==> src/hdl/ubis_pkg.sv <==
// Package for the UART boot image sender: protocol codes, item kinds,
// phases and the result record. Used by uart_boot_image_sender.
package ubis_pkg;

  localparam logic [7:0] CODE_ACK = 8'h06;
  localparam logic [7:0] CODE_STX = 8'h02;
  localparam logic [7:0] CODE_SOH = 8'h01;
  localparam logic [7:0] RESET_ATTEMPTS = 8'd10;

  // Result queue sizing: one item yields at most this many results
  localparam int MaxResults = 3;
  localparam int QueueDepth = 4;

  typedef enum logic [1:0] {
    KIND_START   = 2'd0,
    KIND_RX_BYTE = 2'd1,
    KIND_TIMEOUT = 2'd2,
    KIND_IMAGE   = 2'd3
  } kind_t;

  typedef enum logic [1:0] {
    ACT_RESET  = 2'd0,
    ACT_TX     = 2'd1,
    ACT_FINISH = 2'd2
  } action_t;

  typedef enum logic [1:0] {
    ST_OK       = 2'd0,
    ST_NO_START = 2'd1,
    ST_NO_ACK   = 2'd2,
    ST_BAD_SUM  = 2'd3
  } status_t;

  typedef enum logic [2:0] {
    PH_IDLE     = 3'd0,
    PH_WAIT_STX = 3'd1,
    PH_WAIT_ACK = 3'd2,
    PH_SENDING  = 3'd3,
    PH_WAIT_SUM = 3'd4
  } phase_t;

  typedef enum logic [1:0] {
    CFG_ONE_WIRE     = 2'd0,
    CFG_MAX_ATTEMPTS = 2'd1,
    CFG_IMAGE_SIZE   = 2'd2
  } cfg_index_t;

  typedef struct packed {
    logic [1:0] action;
    logic [7:0] tx_byte;
    logic [1:0] status;
    logic       last;
  } result_t;

  function automatic result_t mk_res(action_t act, logic [7:0] tx, status_t st);
    result_t r;
    r.action  = act;
    r.tx_byte = tx;
    r.status  = st;
    r.last    = 1'b0;
    return r;
  endfunction

endpackage

==> src/hdl/uart_boot_image_sender.sv <==
// UART boot image sender, host side of the boot exchange with a target.
// Depends on ubis_pkg for codes, phases and the result record.
//
// Items enter on in_valid/in_stall and each is handled in the cycle it is
// accepted: the phase, attempt count, byte count, running XOR and echo count
// update at that edge and the item's results (zero to three) go into a
// four-entry result queue that feeds out_valid/out_stall, one result per
// unstalled cycle. An item is taken whenever the queue holds at most one
// result, so the block accepts one item per cycle as long as results are
// taken as fast as they come; the STX item (three header bytes) and a good
// checksum (two) hold the input while the queue drains. Configuration writes
// on cfg_we take effect at the next edge and belong between exchanges.
module uart_boot_image_sender
  import ubis_pkg::*;
(
  input  logic        clk,
  input  logic        rst_n,
  input  logic        cfg_we,
  input  logic [1:0]  cfg_index,
  input  logic [15:0] cfg_data,
  input  logic        in_valid,
  output logic        in_stall,
  input  logic [1:0]  in_kind,
  input  logic [7:0]  in_data,
  output logic        out_valid,
  input  logic        out_stall,
  output logic [1:0]  out_action,
  output logic [7:0]  out_tx_byte,
  output logic [1:0]  out_status,
  output logic        out_last
);

  localparam int PtrW = $clog2(QueueDepth);
  localparam int CntW = $clog2(QueueDepth + 1);

  // Configuration
  logic        one_wire_r;
  logic [7:0]  max_attempts_r;
  logic [15:0] image_size_r;

  // Exchange state
  phase_t      phase_r, phase_nxt;
  logic [7:0]  attempts_r, attempts_nxt;
  logic [15:0] sent_r, sent_nxt;
  logic [7:0]  xor_r, xor_nxt;
  logic [1:0]  echoes_r, echoes_nxt;

  // Result queue
  result_t         queue_r [QueueDepth];
  logic [PtrW-1:0] wr_ptr_r, rd_ptr_r;
  logic [CntW-1:0] count_r;

  result_t    res [MaxResults];
  logic [1:0] n_res;
  logic       in_acc, out_acc;
  logic       is_rx, is_rx_or_to;
  logic [15:0] sent_inc;

  assign in_stall  = (count_r > CntW'(QueueDepth - MaxResults));
  assign in_acc    = in_valid && !in_stall;
  assign out_valid = (count_r != '0);
  assign out_acc   = out_valid && !out_stall;

  assign out_action  = queue_r[rd_ptr_r].action;
  assign out_tx_byte = queue_r[rd_ptr_r].tx_byte;
  assign out_status  = queue_r[rd_ptr_r].status;
  assign out_last    = queue_r[rd_ptr_r].last;

  assign is_rx       = (in_kind == KIND_RX_BYTE);
  assign is_rx_or_to = is_rx || (in_kind == KIND_TIMEOUT);
  assign sent_inc    = sent_r + 16'd1;

  always_comb begin
    phase_nxt    = phase_r;
    attempts_nxt = attempts_r;
    sent_nxt     = sent_r;
    xor_nxt      = xor_r;
    echoes_nxt   = echoes_r;
    n_res        = 2'd0;
    for (int i = 0; i < MaxResults; i++) begin
      res[i] = mk_res(ACT_RESET, 8'h00, ST_OK);
    end

    if (in_acc) begin
      if (in_kind == KIND_START) begin
        phase_nxt    = PH_WAIT_STX;
        attempts_nxt = 8'd1;
        sent_nxt     = '0;
        xor_nxt      = '0;
        echoes_nxt   = '0;
        res[0]       = mk_res(ACT_RESET, 8'h00, ST_OK);
        n_res        = 2'd1;
      end else begin
        case (phase_r)
          PH_WAIT_STX: begin
            if (is_rx && in_data == CODE_STX) begin
              res[0]     = mk_res(ACT_TX, CODE_SOH, ST_OK);
              res[1]     = mk_res(ACT_TX, image_size_r[7:0], ST_OK);
              res[2]     = mk_res(ACT_TX, image_size_r[15:8], ST_OK);
              n_res      = 2'd3;
              echoes_nxt = one_wire_r ? 2'd3 : 2'd0;
              phase_nxt  = PH_WAIT_ACK;
            end else if (is_rx_or_to) begin
              if (attempts_r >= max_attempts_r) begin
                res[0]     = mk_res(ACT_FINISH, 8'h00, ST_NO_START);
                n_res      = 2'd1;
                phase_nxt  = PH_IDLE;
                echoes_nxt = '0;
              end else begin
                attempts_nxt = attempts_r + 8'd1;
                res[0]       = mk_res(ACT_RESET, 8'h00, ST_OK);
                n_res        = 2'd1;
              end
            end
          end
          PH_WAIT_ACK, PH_SENDING, PH_WAIT_SUM: begin
            if (is_rx_or_to && echoes_r != '0) begin
              // drop the echo of our own transmit
              echoes_nxt = echoes_r - 2'd1;
            end else if (phase_r == PH_WAIT_ACK) begin
              if (is_rx && in_data == CODE_ACK) begin
                sent_nxt  = '0;
                xor_nxt   = '0;
                phase_nxt = (image_size_r == '0) ? PH_WAIT_SUM : PH_SENDING;
              end else if (is_rx_or_to) begin
                res[0]     = mk_res(ACT_FINISH, 8'h00, ST_NO_ACK);
                n_res      = 2'd1;
                phase_nxt  = PH_IDLE;
                echoes_nxt = '0;
              end
            end else if (phase_r == PH_SENDING) begin
              if (in_kind == KIND_IMAGE) begin
                res[0]   = mk_res(ACT_TX, in_data, ST_OK);
                n_res    = 2'd1;
                xor_nxt  = xor_r ^ in_data;
                sent_nxt = sent_inc;
                if (one_wire_r && echoes_r != 2'd3) begin
                  echoes_nxt = echoes_r + 2'd1;
                end
                if (sent_inc >= image_size_r) begin
                  phase_nxt = PH_WAIT_SUM;
                end
              end
            end else begin
              if (is_rx && in_data == xor_r) begin
                res[0]     = mk_res(ACT_TX, CODE_ACK, ST_OK);
                res[1]     = mk_res(ACT_FINISH, 8'h00, ST_OK);
                n_res      = 2'd2;
                phase_nxt  = PH_IDLE;
                echoes_nxt = '0;
              end else if (is_rx_or_to) begin
                res[0]     = mk_res(ACT_FINISH, 8'h00, ST_BAD_SUM);
                n_res      = 2'd1;
                phase_nxt  = PH_IDLE;
                echoes_nxt = '0;
              end
            end
          end
          default: begin
            // idle: only a start item does anything
          end
        endcase
      end

      // mark the final result of this item
      case (n_res)
        2'd1:    res[0].last = 1'b1;
        2'd2:    res[1].last = 1'b1;
        2'd3:    res[2].last = 1'b1;
        default: ;
      endcase
    end
  end

  always_ff @(posedge clk) begin
    if (!rst_n) begin
      one_wire_r     <= 1'b0;
      max_attempts_r <= RESET_ATTEMPTS;
      image_size_r   <= '0;
    end else if (cfg_we) begin
      case (cfg_index)
        CFG_ONE_WIRE:     one_wire_r     <= cfg_data[0];
        CFG_MAX_ATTEMPTS: max_attempts_r <= cfg_data[7:0];
        CFG_IMAGE_SIZE:   image_size_r   <= cfg_data;
        default: ;
      endcase
    end
  end

  always_ff @(posedge clk) begin
    if (!rst_n) begin
      phase_r    <= PH_IDLE;
      attempts_r <= '0;
      sent_r     <= '0;
      xor_r      <= '0;
      echoes_r   <= '0;
      wr_ptr_r   <= '0;
      rd_ptr_r   <= '0;
      count_r    <= '0;
    end else begin
      phase_r    <= phase_nxt;
      attempts_r <= attempts_nxt;
      sent_r     <= sent_nxt;
      xor_r      <= xor_nxt;
      echoes_r   <= echoes_nxt;
      wr_ptr_r   <= wr_ptr_r + PtrW'(n_res);
      rd_ptr_r   <= rd_ptr_r + PtrW'(out_acc);
      count_r    <= count_r + CntW'(n_res) - CntW'(out_acc);
    end
  end

  always_ff @(posedge clk) begin
    for (int i = 0; i < MaxResults; i++) begin
      if (i < int'(n_res)) begin
        queue_r[wr_ptr_r + PtrW'(i)] <= res[i];
      end
    end
  end

endmodule
==> config.mk <==
export PLATFORM = sky130hd
export DESIGN_NAME = uart_boot_image_sender
export DESIGN_NICKNAME = d
export VERILOG_FILES = /design/src/hdl/ubis_pkg.sv /design/src/hdl/uart_boot_image_sender.sv
export SDC_FILE = /design/constraint.sdc
export NUM_CORES = 1
export LEC_CHECK = 0
export BUFFER_PORTS_ARGS = -buffer_cell sky130_fd_sc_hd__buf_2
export CAP_MARGIN = 25
export CORE_AREA = 2 2 93 163
export DETAILED_ROUTE_END_ITERATION = 10
export DIE_AREA = 0 0 95 165
export MAX_ROUTING_LAYER = met4
export PLACE_DENSITY = 0.72
export SYNTH_ARGS = -nofsm -noshare
export SYNTH_HDL_FRONTEND = slang
export SYNTH_SLANG_ARGS = --single-unit
==> constraint.sdc <==
create_clock -name clk -period 3.95 [get_ports clk]
set_input_delay 0.9875 -clock clk [delete_from_list [all_inputs] [get_ports clk]]
set_output_delay 0.9875 -clock clk [all_outputs]
set_load 0.05 [all_outputs]
==> flow_metrics.py <==
metrics = {
    "run_status": {
        "status": "finished clean",
    },
    "hold_path": {
        "hold_start": "queue_r[0][1]$_SDFFE_PP0P_",
        "worstHoldEndpoint": "queue_r[0][1]$_SDFFE_PP0P_",
        "hold_path.class": "reg2reg",
        "hold_depth": 2,
    },
    "synthesis": {
        "syn_avg_cell_area_sq_um": 9.110,
        "yosysWarnings": 0,
        "synth.top_cell.area_share_pct": 22.03,
        "synth_most_common_cell": "nand2_1",
        "synth_ff_type": "dfxtp_1",
        "synthCells": 808,
        "synth_common_cells": "nand2_1, dfxtp_1, o21ai_0, nor2_1, inv_1",
        "synth_top_area_cell": "dfxtp_1",
        "synthTopCellsByArea": "dfxtp_1, edfxtp_1, ha_1, nand2_1, mux4_2",
        "syn_area_sq_mm": 0.007361,
        "ys_seq_elements": 121,
        "synth.distinct_cells": 75,
        "synth_edf_count": 40,
        "synth_fp_nets": 878,
        "yosysSeqAreaShare_pct": 38.35,
        "async_flop_share_pct": 0,
    },
    "clocking": {
        "cts-hold-fix-buffers": 0,
        "cts.sinks": 121,
        "cts_buffers": 17,
        "clkTransAtPathRegs_ns": 0.06,
        "cts_buffer_depth": 2,
        "root_buffer": "clkbuf_16",
        "cts_tree": "built",
        "cts_setup_buffers": 0,
        "htree_num_levels": 4,
        "postCtsResizedCells": 0,
        "clock_latency_ns": 0.42,
    },
    "floorplanning": {
        "start_util_pct": 51.49,
        "core_sq_mm": 0.01430,
        "io-pin-count": 48,
        "dieArea_sq_mm": 0.01568,
        "die_w_microns": 95,
        "rows": 58,
        "dieHeight_microns": 165,
    },
    "critical_path": {
        "critPathMaxFanout": 6,
        "r2r_end": "phase_r[2]$_SDFFE_PN0P_",
        "reg2regPathDepth": 13,
        "crit_type": "reg2reg",
        "r2r-start": "sent_r[0]$_SDFFE_PN0P_",
        "rrSetupSlack_ns": 0.33,
        "required_ns": 4.26,
        "cp.arrival_ns": 3.94,
        "endpoint_kind": "register",
        "crit_path_start_kind": "register",
    },
    "layout": {
        "drive_above_1_share_pct": 17.94,
        "regArea_sq_mm": 0.002823,
        "fillers": 1232,
        "num-nets-final": 949,
        "n_antenna_cell": 0,
        "area_delta_synth_final_pct": 17.42,
        "multi_input_area_sq_mm": 0.004189,
        "layout.cells.non_filler": 1072,
    },
    "timing": {
        "rsz0062_at_grt": "false",
        "whs_ns": 0.4755,
        "final.min_clock_period_ns": 3.624,
        "fin_crit_sh_pct": 91.76,
        "maxSlewHeadroom_pct": 34.38,
        "final.setup_skew_ns": 0.009250,
        "final.setup.tns_ns": 0,
        "tightest_slew_ns": 0.9807,
        "setup_viol": 0,
        "fmax_mhz": 275.9,
        "drv_slew": 0,
        "hold_violations": 0,
        "fin_ws_ns": 0.3257,
    },
    "global_routing": {
        "grt_start_max_net_pins": 48,
        "grt_overflow": 0,
        "first_global_vias": 6363,
        "grt_pass1_wl_microns": 31520,
        "grt_antenna_before_repair": 0,
        "track_usage_pct": 26.94,
    },
    "routing": {
        "drt_iter0_markers": 475,
        "dr_wl_met3_microns": 876,
        "antenna_left": 0,
        "wl_per_cell_microns": 17.96,
        "top_layer_used": "met4",
        "routed_wirelength_microns": 19250,
        "num_vias": 6419,
        "met2WireLength_microns": 10560,
        "wl_met1_microns": 7029,
        "dr.pass1.iters": 6,
        "drcViolationCount": 0,
        "drt-vias-per-instance": 5.988,
    },
    "place": {
        "globalplace.congestion": 0.9108,
        "place_hpwl_microns": 14590,
        "portBuffers": 47,
        "place_ws_ns": -0.08702,
        "dpl.cell_count": 1040,
    },
    "pwr": {
        "power_w": 0.003817,
        "p_leak_nw": 3.284,
        "peakVddDrop_uv": 344.4,
        "powerDensity_mw_per_mm2": 441.6,
    },
    "job": {
        "maxCapViolations": 0,
    },
}
## worst max path at each step
stage	startpoint	end	slack (ns)	cells past startpoint
4_1_cts	sent_r[0]$_SDFFE_PN0P_	phase_r[2]$_SDFFE_PN0P_	0.32	13
2_1_floorplan	in_kind[0]	count_r[2]$_SDFF_PN0_	0.09	18
5_1_grt	sent_r[0]$_SDFFE_PN0P_	phase_r[2]$_SDFFE_PN0P_	0.05	13
3_5_place_dp	in_kind[1]	count_r[2]$_SDFF_PN0_	-0.09	18
6_report	sent_r[0]$_SDFFE_PN0P_	phase_r[2]$_SDFFE_PN0P_	0.33	13
3_3_place_gp	in_kind[1]	count_r[2]$_SDFF_PN0_	-0.05	18
## cell type report
class	instances	share of cell area, %
multi-input combinational	598	48.47
timing repair buffer	94	6.948
clock inverter	15	2.360
tap	180	2.606
inverter	47	2.041
clock buffer	17	4.922
sequential	121	32.66
## worst max-delay path, stage by stage, from the launching register on
cell      delay (ns)
dfxtp_1         0.40
ha_1            0.26
nand3_1         0.22
nor3_1          0.31
and3_1          0.36
nand3_1         0.13
xnor2_1         0.17
ha_1            0.31
and3_1          0.17
nand2_1         0.06
o31a_1          0.34
nor3_1          0.41
a21boi_0        0.18
o21a_1          0.19
## logic make-up after synthesis
logic type / Yosys count / synth area share (%)
AOI/OAI and AO/OA: 230 / 21.18
xor gates and xnor gates: 31 / 3.791
adders and majority gates: 37 / 6.391
buffers and inverters: 89 / 4.742
DFF: 121 / 38.35
muxes: 28 / 6.034
and+or+nand+nor: 272 / 19.51
## cells in the final DEF, fill, tap and decap left out, types with 13 or more instances in the layout
master | netlist | layout
a21boi_0 | 37 | 37
nand3_1 | 21 | 21
edfxtp_1 | 40 | 40
mux4_2 | 13 | 13
nand2_1 | 93 | 93
buf_2 | 3 | 47
o22ai_1 | 18 | 18
mux2i_1 | 14 | 14
dfxtp_1 | 81 | 81
nor2_1 | 48 | 48
a21oi_1 | 31 | 31
xor2_1 | 13 | 13
buf_4 | 1 | 46
o21ai_0 | 52 | 50
and2_1 | 13 | 13
ha_1 | 36 | 36
nor2b_1 | 20 | 20
xnor2_1 | 17 | 17
inv_1 | 47 | 47
a22oi_1 | 30 | 30
clkbuf_16 | 0 | 17
## state kept, by name, summed over array words and instances, names as in the netlist
| register | cells |
|---|---|
| attempts_r | 8 |
| queue_r | 52 |
| count_r | 3 |
| one_wire_r | 1 |
| max_attempts_r | 8 |
| echoes_r | 2 |
| wr_ptr_r | 2 |
| image_size_r | 16 |
| xor_r | 8 |
| sent_r | 16 |
| phase_r | 3 |
| rd_ptr_r | 2 |
## where the power goes
group / total (W) / internal (W) / switching [W]
sequential: 0.00141 / 0.00132 / 0.0000877
clock: 0.00167 / 0.00102 / 0.000652
combinational: 0.000737 / 0.000280 / 0.000456
## per-layer routing
layer  vias up  track usage (%)
li1       3108                -
met2       222            48.29
met5         -                -
met4         0            13.97
met1      3015            27.66
met3        74            4.562
## per-stage QoR
stage / util, % / cell area [sq um]
floorplan: - / 7362
global placement: 56.06 / 8014
detailed placement: 56.06 / 8014
CTS: 60.46 / 8643
global route: 60.46 / 8643
finish: 60.46 / 8643
(Power assumes the default switching activity.)
